===== src/rtl/ilstk_pkg.sv =====
// Shared constants, command and status codes, and types for the indexed LIFO stack.
`timescale 1ns / 1ps
package ilstk_pkg;

	localparam int DEPTH_DEF     = 8;
	localparam int WORD_BITS_DEF = 32;

	localparam int CMD_BITS    = 3;
	localparam int STATUS_BITS = 2;

	localparam logic [CMD_BITS-1:0] CMD_PUSH  = 3'd0;
	localparam logic [CMD_BITS-1:0] CMD_POP   = 3'd1;
	localparam logic [CMD_BITS-1:0] CMD_PEEK  = 3'd2;
	localparam logic [CMD_BITS-1:0] CMD_WRITE = 3'd3;
	localparam logic [CMD_BITS-1:0] CMD_CLEAR = 3'd4;

	localparam logic [STATUS_BITS-1:0] ST_OK    = 2'd0;
	localparam logic [STATUS_BITS-1:0] ST_FULL  = 2'd1;
	localparam logic [STATUS_BITS-1:0] ST_EMPTY = 2'd2;
	localparam logic [STATUS_BITS-1:0] ST_RANGE = 2'd3;

	// Result-stage control handed from the command controller to the output stage
	typedef struct packed {
		logic                   valid;
		logic [STATUS_BITS-1:0] status;
		logic                   rd_ok;
	} ilstk_res_t;

endpackage


===== src/rtl/ilstk_ram.sv =====
// Generic simple dual-port RAM with one write port and a registered read port.
`timescale 1ns / 1ps
module ilstk_ram #(
	parameter int WIDTH = 32,
	parameter int DEPTH = 8
) (
	input  logic                                  clk,
	input  logic                                  we,
	input  logic [(DEPTH > 1 ? $clog2(DEPTH) : 1)-1:0] waddr,
	input  logic [WIDTH-1:0]                      wdata,
	input  logic                                  re,
	input  logic [(DEPTH > 1 ? $clog2(DEPTH) : 1)-1:0] raddr,
	output logic [WIDTH-1:0]                      rdata
);

	logic [WIDTH-1:0] mem [DEPTH];

	// Write the addressed word
	always_ff @(posedge clk) begin
		if (we) begin
			mem[waddr] <= wdata;
		end
	end

	// Register the read word
	always_ff @(posedge clk) begin
		if (re) begin
			rdata <= mem[raddr];
		end
	end

endmodule


===== src/rtl/ilstk_ctrl.sv =====
// Command controller: decodes commands, keeps the fill count and drives the entry RAM.
`timescale 1ns / 1ps
module ilstk_ctrl #(
	parameter int DEPTH     = 8,
	parameter int WORD_BITS = 32
) (
	input  logic                                       clk,
	input  logic                                       arst_n,
	input  logic                                       accept,
	input  logic [ilstk_pkg::CMD_BITS-1:0]             cmd,
	input  logic [WORD_BITS-1:0]                       value_in,
	input  logic [$clog2(DEPTH+1)-1:0]                 position,
	output logic                                       mem_we,
	output logic [(DEPTH > 1 ? $clog2(DEPTH) : 1)-1:0] mem_waddr,
	output logic [WORD_BITS-1:0]                       mem_wdata,
	output logic                                       mem_re,
	output logic [(DEPTH > 1 ? $clog2(DEPTH) : 1)-1:0] mem_raddr,
	output logic [$clog2(DEPTH+1)-1:0]                 count,
	output ilstk_pkg::ilstk_res_t                      res
);

	import ilstk_pkg::*;

	localparam int CW = $clog2(DEPTH + 1);
	localparam int AW = (DEPTH > 1) ? $clog2(DEPTH) : 1;
	localparam logic [CW-1:0] FULL_COUNT = CW'(DEPTH);

	logic [CW-1:0]          count_q;
	logic [CW-1:0]          count_d;
	logic [CW-1:0]          slot_full;
	logic [AW-1:0]          slot;
	logic                   pos_bad;
	logic                   is_empty_now;
	logic                   is_full_now;
	logic [STATUS_BITS-1:0] status_d;
	logic                   rd_ok_d;
	ilstk_res_t             res_s1;

	// Map a depth from the top to a slot index
	assign slot_full    = count_q - position;
	assign slot         = slot_full[AW-1:0];
	assign pos_bad      = (position == '0) || (position > count_q);
	assign is_empty_now = (count_q == '0);
	assign is_full_now  = (count_q == FULL_COUNT);

	// Decode the command into status, count update and RAM access.
	// Slots at or above the count are never read before a push writes them,
	// so pop and clear need no zeroing sweep; pop still zeroes its slot.
	always_comb begin
		status_d  = ST_OK;
		rd_ok_d   = 1'b0;
		count_d   = count_q;
		mem_we    = 1'b0;
		mem_waddr = slot;
		mem_wdata = value_in;
		mem_re    = 1'b0;
		mem_raddr = slot;
		unique case (cmd)
			CMD_PUSH: begin
				if (is_full_now) begin
					status_d = ST_FULL;
				end else begin
					mem_we    = accept;
					mem_waddr = count_q[AW-1:0];
					count_d   = count_q + CW'(1);
				end
			end
			CMD_POP: begin
				if (is_empty_now) begin
					status_d = ST_EMPTY;
				end else begin
					count_d   = count_q - CW'(1);
					mem_we    = accept;
					mem_waddr = count_d[AW-1:0];
					mem_wdata = '0;
				end
			end
			CMD_PEEK: begin
				if (is_empty_now) begin
					status_d = ST_EMPTY;
				end else if (pos_bad) begin
					status_d = ST_RANGE;
				end else begin
					rd_ok_d = 1'b1;
					mem_re  = accept;
				end
			end
			CMD_WRITE: begin
				if (pos_bad) begin
					status_d = ST_RANGE;
				end else begin
					mem_we = accept;
				end
			end
			CMD_CLEAR: begin
				count_d = '0;
			end
			default: begin
			end
		endcase
	end

	// Advance the fill count and the result stage on each accepted transaction
	always_ff @(posedge clk or negedge arst_n) begin
		if (!arst_n) begin
			count_q <= '0;
			res_s1  <= '0;
		end else begin
			res_s1.valid <= accept;
			if (accept) begin
				count_q       <= count_d;
				res_s1.status <= status_d;
				res_s1.rd_ok  <= rd_ok_d;
			end
		end
	end

	assign count = count_q;
	assign res   = res_s1;

endmodule


===== src/rtl/indexed_lifo_stack.sv =====
// Indexed LIFO stack: accepts one command per cycle and returns one result per command.
// Each result appears on the result ports, marked by done, in the cycle after its accepted start.
// Throughput: one command per cycle; busy is tied low, so the block never stalls.
// A peek reads the entry RAM at acceptance and its word leaves the registered read port.
// Reset clears the fill count and the result strobe; RAM contents stay as they are.
// The receiver cannot stall: each result is held for exactly one cycle.
`timescale 1ns / 1ps
module indexed_lifo_stack #(
	parameter int DEPTH     = ilstk_pkg::DEPTH_DEF,
	parameter int WORD_BITS = ilstk_pkg::WORD_BITS_DEF
) (
	input  logic                                clk,
	input  logic                                arst_n,
	input  logic                                start,
	output logic                                busy,
	input  logic [ilstk_pkg::CMD_BITS-1:0]      cmd,
	input  logic [WORD_BITS-1:0]                value_in,
	input  logic [$clog2(DEPTH+1)-1:0]          position,
	output logic                                done,
	output logic [ilstk_pkg::STATUS_BITS-1:0]   status,
	output logic [WORD_BITS-1:0]                value_out,
	output logic [$clog2(DEPTH+1)-1:0]          fill_count,
	output logic                                is_full,
	output logic                                is_empty
);

	import ilstk_pkg::*;

	localparam int CW = $clog2(DEPTH + 1);
	localparam int AW = (DEPTH > 1) ? $clog2(DEPTH) : 1;
	localparam logic [CW-1:0] FULL_COUNT = CW'(DEPTH);

	logic                 accept;
	logic                 mem_we;
	logic [AW-1:0]        mem_waddr;
	logic [WORD_BITS-1:0] mem_wdata;
	logic                 mem_re;
	logic [AW-1:0]        mem_raddr;
	logic [WORD_BITS-1:0] mem_rdata;
	logic [CW-1:0]        count;
	ilstk_res_t           res;

	// Take a command every cycle
	assign busy   = 1'b0;
	assign accept = start && !busy;

	ilstk_ctrl #(
		.DEPTH    (DEPTH),
		.WORD_BITS(WORD_BITS)
	) u_ctrl (
		.clk      (clk),
		.arst_n   (arst_n),
		.accept   (accept),
		.cmd      (cmd),
		.value_in (value_in),
		.position (position),
		.mem_we   (mem_we),
		.mem_waddr(mem_waddr),
		.mem_wdata(mem_wdata),
		.mem_re   (mem_re),
		.mem_raddr(mem_raddr),
		.count    (count),
		.res      (res)
	);

	ilstk_ram #(
		.WIDTH(WORD_BITS),
		.DEPTH(DEPTH)
	) u_ram (
		.clk  (clk),
		.we   (mem_we),
		.waddr(mem_waddr),
		.wdata(mem_wdata),
		.re   (mem_re),
		.raddr(mem_raddr),
		.rdata(mem_rdata)
	);

	// Drive the result transaction; drop the read word unless a peek succeeded
	assign done       = res.valid;
	assign status     = res.status;
	assign value_out  = res.rd_ok ? mem_rdata : '0;
	assign fill_count = count;
	assign is_full    = (count == FULL_COUNT);
	assign is_empty   = (count == '0);

`ifndef SYNTHESIS
	a_done_follows_accept: assert property (@(posedge clk) disable iff (!arst_n)
		done |-> $past(start && !busy))
		else $error("result strobe without an accepted transaction");

	a_count_in_range: assert property (@(posedge clk) disable iff (!arst_n)
		fill_count <= FULL_COUNT)
		else $error("fill count beyond capacity");

	a_word_only_on_ok: assert property (@(posedge clk) disable iff (!arst_n)
		(done && value_out != '0) |-> (status == ST_OK && $past(cmd) == CMD_PEEK))
		else $error("nonzero word on a result that is not a successful peek");

	a_count_step: assert property (@(posedge clk) disable iff (!arst_n)
		(start && !busy && cmd != CMD_CLEAR) |=>
		(fill_count == $past(fill_count) || fill_count == $past(fill_count) + CW'(1)
		|| fill_count == $past(fill_count) - CW'(1)))
		else $error("fill count moved by more than one");
`endif

endmodule


===== config.mk =====
export PLATFORM = sky130hd
export DESIGN_NAME = indexed_lifo_stack
export DESIGN_NICKNAME = d
export VERILOG_FILES = /design/src/rtl/ilstk_pkg.sv /design/src/rtl/ilstk_ram.sv /design/src/rtl/ilstk_ctrl.sv /design/src/rtl/indexed_lifo_stack.sv
export SDC_FILE = /design/constraint.sdc
export NUM_CORES = 1
export LEC_CHECK = 0
export ABC_AREA = 1
export BUFFER_PORTS_ARGS = -buffer_cell sky130_fd_sc_hd__buf_4
export CAP_MARGIN = 5
export CELL_PAD_IN_SITES_DETAIL_PLACEMENT = 2
export CELL_PAD_IN_SITES_GLOBAL_PLACEMENT = 2
export CORE_MARGIN = 2
export CORE_UTILIZATION = 44
export DETAILED_ROUTE_END_ITERATION = 8
export GPL_TIMING_DRIVEN = 1
export PLACE_DENSITY = 0.82
export REMOVE_ABC_BUFFERS = 1
export SLEW_MARGIN = 20
export SYNTH_ARGS = -nofsm -noshare
export SYNTH_HDL_FRONTEND = slang
export SYNTH_SLANG_ARGS = --single-unit

===== constraint.sdc =====
create_clock -name clk -period 6.1 [get_ports clk]
set_input_delay 0.305 -clock clk [delete_from_list [all_inputs] [get_ports clk]]
set_output_delay 0.305 -clock clk [all_outputs]
set_load 0.02 [all_outputs]

==> flow_summary.json <==
{
  "status": "complete, no violations",
  "crit_buf_inv": 2,
  "clkPwrFrac_pct": 28.1,
  "place_hpwl_mm": 23.4,
  "number_of_flops_mapped_to_enable_cells_by_yosys": 288,
  "clock-skew-final_ps": 19.5,
  "crit_path_max_fanout": 65,
  "core_um2": 27800,
  "internal_pwr_total_w": 0.00420,
  "critPathSlowestCell": "clkinv_2",
  "via_count_of_the_first_global_routing_pass": 9454,
  "p_per_area_nw_per_um2": 463,
  "cts_hold_buf": 2,
  "fmax_mhz": 224,
  "total_leakage_power_nw": 5.58,
  "synth_top_area_share_pct": 69.8,
  "clock_insertion_delay_worst_skew_ps": 500,
  "design_power_total_w": 0.00681,
  "synthDominantAreaCellType": "edfxtp_1",
  "io_pins": 84,
  "route.antenna.remaining_nets": 0,
  "critical_path_depth": 8,
  "critical-path-top-delay-family": "simple AND/OR/NAND/NOR gates",
  "clock_tree_from_tritoncts": "yes",
  "cts.htree.levels": 2,
  "postSynthRegisterBits": 296,
  "seq_power_share_pct": 36.0,
  "cts.sinks": 296,
  "netlist_top_cells_count": "288 x edfxtp_1, 240 x nor2_1, 116 x inv_1",
  "grt_overflow_total": 0,
  "slew-limit-headroom_pct": 33.3,
  "worstPathArrival_ps": 4660,
  "worst-r2r-setup-slack_ps": 1640,
  "track_usage_pct": 26.4,
  "start_kind": "register",
  "grt_setup_unrepaired": "false",
  "main_combinational_cell_family_by_area_after_synthesis": "simple AND/OR/NAND/NOR gates",
  "detail_route.wirelength_mm": 38.8,
  "floorplan.die_area_um2": 29500,
  "hold_path.class": "in2async",
  "ys_top_cells_by_area": "edfxtp_1 70%, nor2_1 7.3%, o32ai_1 4.5%",
  "critical_path.cell_chain": "ha_4 -> clkinv_2 -> o211ai_2 -> nand2_1 -> nor2_2 -> nand3_1 -> nor2_4 -> buf_16",
  "number_of_clock_buffers_inserted_by_tritoncts": 35,
  "grt_antenna_before_repair": 0,
  "placementRows": 61,
  "pwr-share-comb_pct": 35.8,
  "synth-simple-area-share_pct": 12.1,
  "syn-instance-count": 1046,
  "placement.cell_area_um2": 13500,
  "die_height_um": 172,
  "final_hold_viol_count": 0,
  "synth.area.mux_share_pct": 0,
  "clock_pin_slew_worst_setup_and_hold_paths_ps": 60,
  "ys_flop_type": "edfxtp_1",
  "number_of_setup_buffers_added_after_cts": 0,
  "biggest_cell_delay_along_the_critical_path_ps": 890,
  "cts_resized": 0,
  "synthesis.yosys.warnings": 0,
  "route.detailed.wl_per_inst_um": 25.4,
  "chipWidth_um": 172,
  "grt_pass1_wl_mm": 57.3,
  "n_antenna_cell": 0,
  "detail_route.iter0.violations": 680,
  "postSynth.asyncResetShare_pct": 2.70,
  "r2r_cells": 8,
  "r2r_end": "u_ram.mem[0][31]$_DFFE_PP_",
  "synthMostInstantiatedCell": "edfxtp_1",
  "routed_via_count_divided_by_cell_count": 5.57,
  "largest_net_degree_at_the_start_of_global_routing": 99,
  "layout-drive-gt1-share_pct": 15.2,
  "fin_tns_setup_ps": 0,
  "switching_share_pct": 38.4,
  "route.vias.total": 8506,
  "worstMarginPinSlew_ps": 1000,
  "critPathCaptureType": "register",
  "cap_viol_max_count": 0,
  "timing.rr.start": "u_ctrl.count[0]$_DFFE_PN0P_",
  "synth_fa_ha_area_share_pct": 0.969,
  "synthToLayoutAreaGrowth_pct": 18.7,
  "clock-root-buffer": "clkbuf_16",
  "post-route-cell-area_um2": 14700,
  "worst_path_required_time_ps": 6300,
  "drt_pass1_iterations": 5,
  "initial_utilization_pct": 44.6,
  "synth_seq_area_share_pct": 71.4,
  "post-route-drc-count": 0,
  "cts_buffer_depth": 3,
  "synth_xor_xnor_area_share_pct": 0.283,
  "timing.final.max_slew_violations": 0,
  "avgSynthCellArea_um2": 11.8,
  "yosysUniqueCellTypes": 33,
  "post_synthesis_compound_gate_area_fraction_pct": 9.32,
  "netSwitchingPower_w": 0.00261,
  "finalSetupViolations": 0,
  "place.gp.congestion": 0.753,
  "max-vdd-ir-drop_mv": 0.350,
  "layout_worst_path_cycle_share_pct": 73.1,
  "io_buf_count": 82,
  "synthesized_cell_area_um2": 12400,
  "design.final.nets": 1177,
  "final_critical_delay_including_setup_and_external_delays_ps": 4460,
  "crit_type": "reg2reg"
}
[routing by layer]
metal	vias up	wire (um)	GRT usage [%]
li1	3790	-	-
met4	0	1140	9.86
met2	227	20600	47.9
met3	82	1300	3.31
met1	4407	15800	32.1
met5	-	0	0
[worst max-delay path by stage]
| stage | start | endpoint | slack [ps] |
|---|---|---|---|
| 3_3_place_gp | position[0] | u_ram.mem[2][29]$_DFFE_PP_ | 1870 |
| 5_1_grt | u_ctrl.count[0]$_DFFE_PN0P_ | u_ram.mem[0][12]$_DFFE_PP_ | 1360 |
| 3_5_place_dp | u_ctrl.count[0]$_DFFE_PN0P_ | u_ram.mem[0][16]$_DFFE_PP_ | 1500 |
| 2_1_floorplan | u_ctrl.count[0]$_DFFE_PN0P_ | u_ram.mem[0][0]$_DFFE_PP_ | -230 |
| 6_report | u_ctrl.count[0]$_DFFE_PN0P_ | u_ram.mem[0][31]$_DFFE_PP_ | 1640 |
| 4_1_cts | u_ctrl.count[0]$_DFFE_PN0P_ | u_ram.mem[0][6]$_DFFE_PP_ | 1390 |
[through the flow]
step | hold WS [ps] | worst slack, ps | utilization (%) | std cells
floorplan | 9.41 | -231 | - | 987
global placement | 137 | 1870 | 48.0 | 1453
detailed placement | 140 | 1500 | 48.6 | 1459
CTS | 153 | 1390 | 52.4 | 1521
global route | 178 | 1360 | 52.9 | 1527
finish | 173 | 1640 | 52.9 | 1527
[logic make-up (layout without fill, tap and decap cells)]
family,count (synthesis),after routing
XOR/XNOR,4,4
buffers and inverters,180,283
other,1,1
AO/OA/AOI/OAI,179,179
adder cells (fa/ha/maj),9,9
flip-flops,296,296
AND/OR/NAND/NOR,377,377
[registers in the layout, summed over array words and instances, names as in the netlist]
| signal | flops |
|---|---|
| u_ram.mem | 256 |
| u_ram.rdata | 32 |
| u_ctrl.res | 4 |
| u_ctrl.count | 4 |
[cells in the final DEF (no fill, tap or decap), types with 2 or more instances in the layout]
| cell | netlist | layout |
|---|---|---|
| clkinv_1 | 0 | 10 |
| o32ai_1 | 64 | 64 |
| inv_2 | 5 | 4 |
| nor2_1 | 240 | 232 |
| nor2_2 | 3 | 3 |
| dlygate4sd3_1 | 0 | 2 |
| ha_1 | 8 | 7 |
| nand3_1 | 21 | 21 |
| xor2_1 | 3 | 2 |
| buf_4 | 6 | 88 |
| nand2_1 | 102 | 102 |
| o21ai_1 | 19 | 19 |
| inv_1 | 116 | 116 |
| edfxtp_1 | 288 | 288 |
| buf_16 | 0 | 11 |
| clkbuf_1 | 28 | 5 |
| o21ai_0 | 89 | 89 |
| clkbuf_16 | 0 | 35 |
| nand2_2 | 3 | 3 |
| dfrtp_1 | 8 | 8 |
| clkinv_2 | 0 | 7 |
| nand3_2 | 2 | 2 |
| a21oi_1 | 2 | 2 |
| nor2_4 | 3 | 11 |
[cell type report]
| class | instances | area (um2) |
|---|---|---|
| Clock buffer | 40 | 895 |
| Clock inverter | 20 | 123 |
| Fill cell | 2753 | 13100 |
| Inverter | 121 | 455 |
| Multi-Input combinational cell | 570 | 2910 |
| Sequential cell | 296 | 8850 |
| Tap cell | 378 | 473 |
| Timing Repair Buffer | 102 | 1000 |
[power by group through the flow]
stage / Clock [W] / Sequential, W / Combinational (W)
2_1_floorplan: 0 / 0.00251 / 0.00146
3_3_place_gp: 0 / 0.00249 / 0.00213
3_5_place_dp: 0 / 0.00250 / 0.00237
4_1_cts: 0.00193 / 0.00246 / 0.00244
5_1_grt: 0.00200 / 0.00246 / 0.00269
6_report: 0.00192 / 0.00245 / 0.00244
Power figures use the tool's default switching activity.
